## src/rtl/assert_macros.svh

```systemverilog
// assertion macros shared by the rtl files
// no dependencies; define NO_ASSERTIONS to compile them away
`ifndef ASSERT_MACROS_SVH
`define ASSERT_MACROS_SVH

`ifndef NO_ASSERTIONS

`define ASSERT_SAME(label, ante, cons) \
  label: assert property (@(posedge clk_i) disable iff (!rst_ni) (ante) |-> (cons)) \
    else $error("assertion failed");

`define ASSERT_NEXT(label, ante, cons) \
  label: assert property (@(posedge clk_i) disable iff (!rst_ni) (ante) |=> (cons)) \
    else $error("assertion failed");

`else

`define ASSERT_SAME(label, ante, cons)
`define ASSERT_NEXT(label, ante, cons)

`endif

`endif

```

## src/rtl/bcd_pkg.sv

```systemverilog
// types, codes and helpers for the byte command decoder
// no dependencies
package bcd_pkg;

  typedef enum logic [2:0] {
    CMD_VOLUME = 3'd0,
    CMD_DUTY   = 3'd1,
    CMD_PLAY   = 3'd2,
    CMD_LOGS   = 3'd3,
    CMD_CLEAR  = 3'd4,
    CMD_APPEND = 3'd5,
    CMD_STOP   = 3'd6,
    CMD_RTC    = 3'd7
  } cmd_e;

  localparam logic [7:0] OP_VOLUME    = 8'h00;
  localparam logic [7:0] OP_PLAY      = 8'h01;
  localparam logic [7:0] OP_LOGS      = 8'h02;
  localparam logic [7:0] OP_DUTY      = 8'h04;
  localparam logic [7:0] OP_SCHEDULE  = 8'h05;
  localparam logic [7:0] OP_SCHED_END = 8'h0D;
  localparam logic [7:0] OP_SET_TIME  = 8'h0F;

  localparam logic [7:0] EVENTS_RESET = 8'd180;

  localparam logic [7:0] RTC_MINUTE = 8'd0;
  localparam logic [7:0] RTC_HOUR   = 8'd1;
  localparam logic [7:0] RTC_DAY    = 8'd2;
  localparam logic [7:0] RTC_MONTH  = 8'd3;

  typedef struct packed {
    logic [7:0] track;
    logic [7:0] folder;
    logic [7:0] stop;
    logic [7:0] start;
    logic [7:0] day;
    logic [7:0] month;
  } entry_t;

  typedef struct packed {
    cmd_e       command;
    logic       append_entry;
    logic [7:0] arg_month;
    logic [7:0] arg_day;
    entry_t     ent;
  } result_t;

  // binary below 60 to packed bcd
  function automatic logic [7:0] to_bcd(input logic [7:0] v);
    logic [3:0] tens;
    logic [7:0] rem;
    tens = 4'd0;
    rem  = v;
    if (v >= 8'd50) begin
      tens = 4'd5;
      rem  = v - 8'd50;
    end else if (v >= 8'd40) begin
      tens = 4'd4;
      rem  = v - 8'd40;
    end else if (v >= 8'd30) begin
      tens = 4'd3;
      rem  = v - 8'd30;
    end else if (v >= 8'd20) begin
      tens = 4'd2;
      rem  = v - 8'd20;
    end else if (v >= 8'd10) begin
      tens = 4'd1;
      rem  = v - 8'd10;
    end
    return {tens, rem[3:0]};
  endfunction

endpackage

```

## src/rtl/byte_command_decoder.sv

```systemverilog
// byte command decoder top level: parser state machine and output staging
// depends on bcd_pkg and assert_macros.svh
// Takes one host byte per beat on the slave stream and emits at most one command
// beat per byte on the master stream. Every byte is decoded in the cycle it is
// accepted; its command, if any, goes to the output register, or to the skid
// register while that is held. The two entries keep the slave side ready while
// one command waits, so the sustained rate is one byte per cycle; tready drops
// only when both are full. The user must write the event limit register via
// cfg_we_i / cfg_wdata_i only while the block is idle; it does not enforce this.
`include "assert_macros.svh"

module byte_command_decoder
  import bcd_pkg::*;
(
  input  logic        clk_i,
  input  logic        rst_ni,
  input  logic        cfg_we_i,
  input  logic [7:0]  cfg_wdata_i,
  input  logic        s_axis_tvalid,
  output logic        s_axis_tready,
  input  logic [7:0]  s_axis_tdata,   // rx_byte
  output logic        m_axis_tvalid,
  input  logic        m_axis_tready,
  // arg_month, arg_day, arg_start, arg_stop, arg_folder, arg_track
  output logic [47:0] m_axis_tdata,
  output logic [3:0]  m_axis_tuser    // command, append_entry
);

  typedef enum logic [3:0] {
    S_IDLE, S_VOLUME, S_DUTY, S_FOLDER, S_TRACK,
    S_MONTH, S_DAY, S_START, S_STOP, S_EFOLDER, S_ETRACK, S_END,
    S_TMIN, S_THOUR, S_TDAY, S_TMONTH
  } state_e;

  state_e     mode_q, mode_d;
  logic [7:0] max_events_q;
  logic [7:0] folder_q, folder_d;
  entry_t     entry_q, entry_d;
  logic [7:0] count_q, count_d;

  result_t    res_d, out_q, skid_q;
  logic       res_valid;
  logic       out_valid_q, skid_valid_q;
  logic       s_accept, m_pop, push;
  logic       entry_ok;
  logic [7:0] b;

  assign b             = s_axis_tdata;
  assign s_axis_tready = !skid_valid_q;
  assign s_accept      = s_axis_tvalid && s_axis_tready;
  assign m_pop         = out_valid_q && m_axis_tready;
  assign push          = s_accept && res_valid;
  assign entry_ok      = (entry_q.month != 8'd0) || (entry_q.day != 8'd0);

  always_comb begin
    mode_d    = mode_q;
    folder_d  = folder_q;
    entry_d   = entry_q;
    count_d   = count_q;
    res_d     = '0;
    res_valid = 1'b0;
    unique case (mode_q)
      S_IDLE: begin
        unique case (b)
          OP_VOLUME:   mode_d = S_VOLUME;
          OP_PLAY:     mode_d = S_FOLDER;
          OP_DUTY:     mode_d = S_DUTY;
          OP_SET_TIME: mode_d = S_TMIN;
          OP_LOGS: begin
            res_d.command = CMD_LOGS;
            res_valid     = 1'b1;
          end
          OP_SCHEDULE: begin
            entry_d       = '0;
            count_d       = 8'd0;
            mode_d        = S_MONTH;
            res_d.command = CMD_CLEAR;
            res_valid     = 1'b1;
          end
          default: ;
        endcase
      end
      S_VOLUME, S_DUTY: begin
        res_d.command   = (mode_q == S_VOLUME) ? CMD_VOLUME : CMD_DUTY;
        res_d.arg_month = b;
        res_valid       = 1'b1;
        mode_d          = S_IDLE;
      end
      S_FOLDER: begin
        folder_d = b;
        mode_d   = S_TRACK;
      end
      S_TRACK: begin
        res_d.command   = CMD_PLAY;
        res_d.arg_month = folder_q;
        res_d.arg_day   = b;
        res_valid       = 1'b1;
        mode_d          = S_IDLE;
      end
      S_MONTH: begin
        if (b == OP_SCHED_END) begin
          mode_d = S_IDLE;
          if (entry_ok) begin
            res_d.command   = CMD_APPEND;
            res_d.arg_month = entry_q.month;
            res_d.arg_day   = entry_q.day;
            res_d.ent       = entry_q;
            res_valid       = 1'b1;
          end
        end else if (count_q > max_events_q) begin
          res_d.command = CMD_STOP;
          res_valid     = 1'b1;
          mode_d        = S_END;
          if (entry_ok) begin
            res_d.append_entry = 1'b1;
            res_d.arg_month    = entry_q.month;
            res_d.arg_day      = entry_q.day;
            res_d.ent          = entry_q;
          end
        end else begin
          if (entry_ok) begin
            res_d.command   = CMD_APPEND;
            res_d.arg_month = entry_q.month;
            res_d.arg_day   = entry_q.day;
            res_d.ent       = entry_q;
            res_valid       = 1'b1;
          end
          entry_d.month = b;
          mode_d        = S_DAY;
        end
      end
      S_DAY: begin
        entry_d.day = b;
        mode_d      = S_START;
      end
      S_START: begin
        entry_d.start = b;
        mode_d        = S_STOP;
      end
      S_STOP: begin
        entry_d.stop = b;
        mode_d       = S_EFOLDER;
      end
      S_EFOLDER: begin
        entry_d.folder = b;
        mode_d         = S_ETRACK;
      end
      S_ETRACK: begin
        entry_d.track = b;
        if (count_q != 8'hFF) begin
          count_d = count_q + 8'd1;
        end
        mode_d = S_MONTH;
      end
      S_END: begin
        if (b == OP_SCHED_END) begin
          mode_d = S_IDLE;
        end
      end
      S_TMIN: begin
        if (b < 8'd60) begin
          res_d.command   = CMD_RTC;
          res_d.arg_month = RTC_MINUTE;
          res_d.arg_day   = to_bcd(b);
          res_valid       = 1'b1;
          mode_d          = S_THOUR;
        end
      end
      S_THOUR: begin
        if (b < 8'd24) begin
          res_d.command   = CMD_RTC;
          res_d.arg_month = RTC_HOUR;
          res_d.arg_day   = to_bcd(b);
          res_valid       = 1'b1;
          mode_d          = S_TDAY;
        end
      end
      S_TDAY: begin
        if (b <= 8'd31) begin
          res_d.command   = CMD_RTC;
          res_d.arg_month = RTC_DAY;
          res_d.arg_day   = to_bcd(b);
          res_valid       = 1'b1;
          mode_d          = S_TMONTH;
        end
      end
      S_TMONTH: begin
        if (b <= 8'd12) begin
          res_d.command   = CMD_RTC;
          res_d.arg_month = RTC_MONTH;
          res_d.arg_day   = to_bcd(b);
          res_valid       = 1'b1;
          mode_d          = S_IDLE;
        end
      end
    endcase
  end

  always_ff @(posedge clk_i or negedge rst_ni) begin
    if (!rst_ni) begin
      mode_q       <= S_IDLE;
      max_events_q <= EVENTS_RESET;
      folder_q     <= 8'd0;
      entry_q      <= '0;
      count_q      <= 8'd0;
      out_valid_q  <= 1'b0;
      skid_valid_q <= 1'b0;
    end else begin
      if (cfg_we_i) begin
        max_events_q <= cfg_wdata_i;
      end
      if (s_accept) begin
        mode_q   <= mode_d;
        folder_q <= folder_d;
        entry_q  <= entry_d;
        count_q  <= count_d;
      end
      if (skid_valid_q) begin
        if (m_pop) begin
          skid_valid_q <= 1'b0;
        end
      end else if (push) begin
        if (!out_valid_q || m_pop) begin
          out_valid_q <= 1'b1;
        end else begin
          skid_valid_q <= 1'b1;
        end
      end else if (m_pop) begin
        out_valid_q <= 1'b0;
      end
    end
  end

  // payload staging, no reset
  always_ff @(posedge clk_i) begin
    if (skid_valid_q) begin
      if (m_pop) begin
        out_q <= skid_q;
      end
    end else if (push) begin
      if (!out_valid_q || m_pop) begin
        out_q <= res_d;
      end else begin
        skid_q <= res_d;
      end
    end
  end

  assign m_axis_tvalid = out_valid_q;
  assign m_axis_tdata  = {out_q.ent.track, out_q.ent.folder, out_q.ent.stop,
                          out_q.ent.start, out_q.arg_day, out_q.arg_month};
  assign m_axis_tuser  = {out_q.append_entry, out_q.command};

  `ASSERT_SAME(a_skid_needs_out, skid_valid_q, out_valid_q)
  `ASSERT_NEXT(a_skid_drains, skid_valid_q && m_pop, out_valid_q && !skid_valid_q)
  `ASSERT_SAME(a_append_only_stop, out_valid_q && out_q.append_entry, out_q.command == CMD_STOP)
  `ASSERT_SAME(a_end_silent, s_accept && (mode_q == S_END), !res_valid)

endmodule
```

## config.mk

```make
export PLATFORM = sky130hd
export DESIGN_NAME = byte_command_decoder
export DESIGN_NICKNAME = d
export VERILOG_FILES = /design/src/rtl/bcd_pkg.sv /design/src/rtl/byte_command_decoder.sv
export VERILOG_INCLUDE_DIRS = /design/src /design/src/rtl
export SDC_FILE = /design/constraint.sdc
export NUM_CORES = 1
export LEC_CHECK = 0
export BUFFER_PORTS_ARGS = -buffer_cell sky130_fd_sc_hd__buf_2
export CORE_ASPECT_RATIO = 0.6
export CORE_UTILIZATION = 57
export CTS_CLUSTER_SIZE = 12
export DETAILED_ROUTE_END_ITERATION = 8
export GPL_ROUTABILITY_DRIVEN = 0
export PLACE_DENSITY_LB_ADDON = 0.05
export SLEW_MARGIN = 10
export SYNTH_ARGS = -nofsm -noshare
export SYNTH_HDL_FRONTEND = slang
export SYNTH_SLANG_ARGS = --single-unit
export TNS_END_PERCENT = 30
```

## constraint.sdc

```tcl
create_clock -name clk_i -period 18.1 [get_ports clk_i]
set_input_delay 2.715 -clock clk_i [delete_from_list [all_inputs] [get_ports clk_i]]
set_output_delay 2.715 -clock clk_i [all_outputs]
set_load 0.005 [all_outputs]
```

==> results of run 1 <==
## through the flow
stage / cell area (sq um) / setup WS, ns
final: 9800 / 12.30
after floorplan: 8690 / 8.13
after CTS: 9790 / 12.36
after global routing: 9800 / 12.10
after detailed placement: 9180 / 11.94
after global placement: 9180 / 12.19
## cell families after synthesis
| kind of cell | Yosys count |
|---|---|
| AOI/OAI and AO/OA | 163 |
| xor gates and xnor gates | 2 |
| adders and majority gates | 16 |
| buffers and inverters | 68 |
| DFF | 182 |
| muxes | 65 |
| and+or+nand+nor | 269 |
## layer usage
layer,track usage,share of wire
met1,0.425,0.47
met2,0.365,0.40
met3,0.0807,0.11
met4,0.0856,0.015
met5,0,0
## power groups by stage
| stage | registers, mW | logic [mW] | clock network, mW |
|---|---|---|---|
| floorplan | 0.446 | 0.0152 | 0 |
| global placement | 0.446 | 0.0256 | 0 |
| detailed placement | 0.446 | 0.0268 | 0 |
| CTS | 0.437 | 0.0269 | 0.382 |
| global route | 0.437 | 0.0302 | 0.401 |
| finish | 0.437 | 0.0274 | 0.378 |
## state kept, by name, summed over array words and instances (netlist names)
name           cells
skid_valid_q       1
count_q            8
m_axis_tuser       4
mode_q             4
m_axis_tdata      48
skid_q            52
max_events_q       8
m_axis_tvalid      1
folder_q           8
entry_q           48
## critical path, delay by kind of cell
kind	cells	cell delay, ns
simple gates	3	0.80
compound gates	3	1.49
buf+inv	2	0.87
## how the worst max path moves through the flow
stage                       end  slack [ns]
2_1_floorplan        skid_q[16]        8.13
4_1_cts        m_axis_tdata[14]       12.36
5_1_grt        m_axis_tdata[44]       12.10
3_3_place_gp   m_axis_tdata[41]       12.19
3_5_place_dp   m_axis_tdata[13]       11.94
6_report       m_axis_tdata[14]       12.30
## final cells by class
class                   instances  area, sq um
repair buffers                 81          423
clock inverters                15          188
multi-input cells             515         3360
fillers                      1076         4880
well taps                     198          248
clock buffers                  17          425
flip-flops and latches        182         5080
inverters                      19         71.3
## cells in the final DEF (no fill, tap or decap), types with 7 or more instances in the layout
| master | Yosys | routed |
|---|---|---|
| and3_1 | 37 | 37 |
| o211ai_1 | 14 | 14 |
| a21oi_1 | 16 | 15 |
| nor4_1 | 7 | 7 |
| nor2_1 | 27 | 27 |
| a22oi_1 | 11 | 11 |
| o21ai_0 | 59 | 59 |
| buf_4 | 1 | 7 |
| buf_2 | 13 | 74 |
| edfxtp_1 | 104 | 104 |
| dfrtp_1 | 74 | 74 |
| clkbuf_16 | 0 | 17 |
| ha_1 | 16 | 16 |
| mux2_2 | 59 | 59 |
| nor3_1 | 12 | 10 |
| nand4_1 | 13 | 13 |
| nand3_1 | 20 | 20 |
| inv_1 | 18 | 17 |
| nand2_1 | 119 | 119 |
| o22ai_1 | 13 | 13 |
==> key figures, run 1 <==
Floorplanning
  • Area of the core: 14700 sq um
  • Die H: 97.7 microns
  • Initial core utilization: 0.592
  • Rows: 34
  • I/O pins: 75
  • Die X-Extent: 161 microns
  • Die area: 15800 sq um

Yosys
  • Xor/xnor share of the synthesized area: 0.00202
  • Compound-Gate Fraction of Synth Area: 0.123
  • Post-synth top cells: nand2_1 (119), edfxtp_1 (104), dfrtp_1 (74)
  • Yosys reg bits: approximately 180
  • Post-synthesis cell count: roughly 770
  • FFs w/ async S/R, synth: 0.429
  • Synth Flop Type: edfxtp_1
  • Area contributors post-synth: edfxtp_1 (36%), dfrtp_1 (21%), mux2_2 (7.6%)
  • Synth warn: 0
  • Top cell type's share of synthesized area: 0.359
  • Number of synthesized flops with an enable pin: 104
  • Synth Net Count: 802
  • Netlist Area Pre-Place: just under 9000 sq um
  • Yosys top cell by area: edfxtp_1
  • Most frequent cell after synthesis: nand2_1
  • Mux cell area share after synthesis: 0.0835
  • Register area share after synthesis: 0.584
  • Synthesized-area fraction occupied by adder cells: 0.0230
  • Simple logic cell fraction of the synthesized area: 0.152
  • Synthesized area per cell: 11.4 sq um
  • Count of cell types in the netlist: 66
  • Main combinational cell family by area after synthesis: simple AND/OR/NAND/NOR gates

Global route
  • GRT Total Usage: 0.274
  • Vias in the first global route: around 6000
  • First-pass GRT wire length: between 30 and 40 mm
  • Initial antenna violation count: 0
  • Largest net degree at the start of global routing: just under 80
  • Grt total ovfl: 0

Hold path
  • Worst Hold Launch: entry_q[25]
  • Hold Crit Depth: 2
  • Hold Crit Class: reg2reg
  • Worst Hold Path EP: entry_q[25]

Placement
  • DP HPWL: 13.5 mm
  • DP Cell Count: 995
  • Buffers added on ports: 74

STA
  • Minimum hold slack: around 0.48 ns
  • Setup_tns: 0 ns
  • RSZ-0062 raised after global routing: false
  • Clk_skew: roughly 0.014 ns
  • Setup violators final: 0
  • Measured slew at the worst slew-check pin: 1.35 ns
  • Pins Over Slew Limit: 0
  • Min Clock Period, post-route: 5.80 ns
  • Period utilisation layout: 0.320
  • Rel. slew slack: 0.0876
  • Maximum clock frequency: 173 MHz
  • Hold Vio Cnt, Final: 0

Clock network
  • CTS Hold Bufs: 0
  • CTS Buf Count: 17
  • H-tree Lvls: 4
  • Post-CTS resize count: 0
  • CTS Buffer Depth: 2
  • Post-CTS setup buffer count: 0
  • Register clock-pin slew on the reported worst setup and hold paths: 0.07 ns
  • Worst-Skew Late Latency: between 0.4 and 0.5 ns
  • CTS tree: done
  • CTS Sinks: roughly 180
  • Root Driver: clkbuf_16

Setup path
  • Worst endpoint data arrival time: 5.89 ns
  • Max incr delay on CP: 0.83 ns
  • Worst path required time: 18.19 ns
  • Kind of critical path: in2reg
  • CP max FO: 27
  • Startpoint Class: input port
  • Critical-path cell list: buf_2 > or4_1 > nor3_4 > nand2b_1 > a211oi_2 > o31ai_1 > a21oi_4 > buf_4
  • Slowest CP cell: a21oi_4
  • Crit. End Element: flip-flop
  • R2r startpoint: entry_q[3]
  • Reg2Reg Depth: 7
  • RR Endpoint: m_axis_tdata[14]
  • Register-to-register path setup slack: 13.65 ns
  • CP Launch Point: s_axis_tdata[4]

Power
  • Leak pwr: 4.08 nW
  • Seq pwr share: 0.519
  • Clock network power share: 0.449
  • Internal power: 0.644 mW
  • Net switching power: 0.199 mW
  • Peak supply drop: 61.6 uV
  • Power, Total: roughly 0.84 mW
  • Switching share of power: 0.236
  • Pwr/cell area: 86.0 nW/um^2
  • Comb power frac: 0.033

Final layout
  • Finished Core Util: 0.668
  • Diode count: 0
  • Final nets: ~850
  • Finished Layout Cells: between 1000 and 1500
  • Layout area overhead: 12.7%
  • Share of layout cells above drive strength 1: 0.230

Detailed routing
  • Vias: 6456
  • Vias/cell: 6.29
  • 1st-iter DRT viols: 950
  • TritonRoute pass-1 iters: 7
  • Routed WL per cell: 19.9 microns
  • # DRC: 0
  • Routed Antenna Nets: 0
  • Routed WL: slightly above 20 mm

Outcome
  • Status: completed

Flow run
  • MaxCap Viol Count: 0
Power figures use the tool's default switching activity.
==> inputs of run 2 (changes only) <==
- clock period: 18.1 -> 5.8 ns (I/O delays scaled with it)
==> run 2 against run 1 <==
- sequential share of layout area hardly changed
- die area stayed put
- sequential power grew to 3.1 times the previous value
- critical path depth decreased by 1
- register-to-register slack worse by 12 ns
- routed wire length increased by 1.1%
- first-iteration DRC count fell by 24%
- global-route usage up 0.27 points
- setup slack worse by 10 ns
- largest power group unchanged
- highest routed layer unchanged
==> key figures, run 2 (synthesis gave the netlist of run 1 again) <==
Setup path
  • Critical-path cell list: nand2b_1 > nor2_2 > and2_1 > or3_1 > o31ai_1 > a21oi_4 > buf_4
  • CP max FO: 52 (+93%)
  • Startpoint Class: flip-flop
  • Crit. End Element: flip-flop
  • Worst endpoint data arrival time: 3.74 ns (-2.15 ns)
  • Kind of critical path: reg2reg
  • Worst path required time: 5.86 ns (-12.33 ns)
  • Max incr delay on CP: 0.66 ns (-0.17 ns)
  • Slowest CP cell: dfrtp_1

Floorplanning
  • Die H: 97.7 microns (unchanged)
  • Rows: 34 (unchanged)
  • Die X-Extent: 161 microns (unchanged)
  • Area of the core: 14700 sq um (unchanged)
  • Die area: 15800 sq um (unchanged)
  • I/O pins: 75 (unchanged)
  • Initial core utilization: 0.592 (unchanged)

Power
  • Seq pwr share: 0.520 (about the same)
  • Comb power frac: 0.033 (about the same)
  • Net switching power: 0.609 mW (+210%)
  • Leak pwr: 4.09 nW (+0.20%)
  • Pwr/cell area: 268 nW/um^2 (+210%)
  • Peak supply drop: 162 uV (+160%)
  • Switching share of power: 0.232 (-0.00376)
  • Clock network power share: 0.447 (-0.002)
  • Internal power: 2.01 mW (+210%)

Final layout
  • Layout area overhead: 12.8% (about the same)
  • Max reg flops: 52 (unchanged)
  • Finished Core Util: 0.668 (about the same)
  • Commonest non-fill, non-tap cell in the layout: nand2_1
  • Diode count: 0 (unchanged)
  • Commonest non-fill, non-tap cells in the layout: nand2_1 (119), edfxtp_1 (104), dfrtp_1 (74), buf_2 (74)
  • Finished Layout Cells: 1028 (+0.097%)
  • Top reg by flops: skid_q
  • Share of layout cells above drive strength 1: 0.230 (-0.000278)
  • Final nets: 854 (+0.12%)
  • Design area: 9800 sq um (about the same)

Detailed routing
  • Vias: 6458 (+0.031%)
  • Vias/cell: 6.28 (about the same)
  • # DRC: 0 (unchanged)
  • TritonRoute pass-1 iters: 6 (-1)
  • Routed Antenna Nets: 0 (unchanged)
  • 1st-iter DRT viols: 725 (-24%)
  • Routed WL: 20.7 mm (+1.1%)
  • Routed WL per cell: 20.1 microns (+1.0%)

STA
  • Maximum clock frequency: between 200 and 300 MHz
  • Minimum hold slack: 0.474 ns (-0.00520 ns)
  • Hold Vio Cnt, Final: 0 (unchanged)
  • Min Clock Period, post-route: 3.68 ns
  • RSZ-0062 raised after global routing: false
  • Rel. slew slack: 0.269 (+0.181)
  • Pins Over Slew Limit: 0 (unchanged)
  • Clk_skew: 0.0134 ns (-0.000459 ns)
  • Setup violators final: 0 (unchanged)
  • Setup_tns: 0 ns (unchanged)
  • Measured slew at the worst slew-check pin: 1.09 ns (-0.257 ns)
  • Period utilisation layout: 0.635

Global route
  • Initial antenna violation count: 0 (unchanged)
  • Grt total ovfl: 0 (unchanged)
  • GRT Total Usage: 0.276 (+0.00275)
  • First-pass GRT wire length: 33.2 mm (+0.90%)
  • Vias in the first global route: 6069 (+0.58%)
  • Largest net degree at the start of global routing: 79 (unchanged)

Clock network
  • CTS Sinks: 182 (unchanged)
  • CTS Hold Bufs: 0 (unchanged)
  • Worst-Skew Late Latency: 0.44 ns (about the same)
  • H-tree Lvls: 4 (unchanged)
  • CTS Buf Count: 17 (unchanged)
  • CTS Buffer Depth: 2 (unchanged)
  • Post-CTS setup buffer count: 0 (unchanged)
  • Post-CTS resize count: 0 (unchanged)
  • Register clock-pin slew on the reported worst setup and hold paths: 0.07 ns (about the same)
  • CTS tree: done
  • Root Driver: clkbuf_16

Placement
  • Placement-stage cell area: 9200 sq um (+0.18%)
  • DP HPWL: 13.6 mm (+0.17%)
  • DP Cell Count: 996 (+0.10%)
  • Buffers added on ports: 74 (unchanged)

Outcome
  • Status: completed

Flow run
  • MaxCap Viol Count: 0 (unchanged)

Hold path
  • Hold Crit Class: reg2reg
## run 2: critical path: cells and delay by family (launching register included)
kind / cells / cell delay (ns)
AO/OA/AOI/OAI: 2 / 0.27
buffers and inverters: 1 / 0.57
AND/OR/NAND/NOR: 4 / 1.73
flip-flops: 1 / 0.66
## run 2: metrics by stage
stage / worst slack (ns) / total power, mW
after floorplan: 0.273 / 1.44
after global placement: 2.04 / 1.47
after detailed placement: 1.90 / 1.48
after CTS: 2.25 / 2.64
after global routing: 2.01 / 2.70
final: 2.12 / 2.62
## run 2: cell type report
type | count | area, sq um
inverters | 19 | 71.3
clock buffers | 19 | 443
well taps | 198 | 248
clock inverters | 13 | 158
flip-flops and latches | 182 | 5080
repair buffers | 82 | 430
fillers | 1122 | 4870
multi-input cells | 515 | 3370
## run 2: power by group through the flow
stage,registers (mW),logic (mW),clock network (mW)
floorplan,1.39,0.0476,0
global placement,1.39,0.0801,0
detailed placement,1.39,0.0838,0
CTS,1.36,0.0842,1.19
global route,1.36,0.0951,1.24
finish,1.36,0.0863,1.17
## run 2: worst paths after layout
| path | cells past startpoint | end | from | slack, ns |
|---|---|---|---|---|
| worst max-delay path | 7 | m_axis_tdata[18] | mode_q[3] | 2.12 |
| worst min-delay path | 2 | entry_q[24] | entry_q[24] | 0.47 |
| worst max register to register | 7 | m_axis_tdata[18] | mode_q[3] | 2.12 |
| worst min register to register | 2 | entry_q[24] | entry_q[24] | 0.47 |
| max in group asynchronous | 2 | entry_q[14] | rst_ni | 4.42 |
| min in group asynchronous | 2 | max_events_q[1] | rst_ni | 0.68 |
## run 2: routing by layer
metal  wire (microns)  global-route usage  up-vias
met4              325              0.0849        0
met5                0                   0        -
met2             8700               0.388      335
met1             9570               0.422     3158
li1                 -                   -     2929
met3             2080              0.0666       36
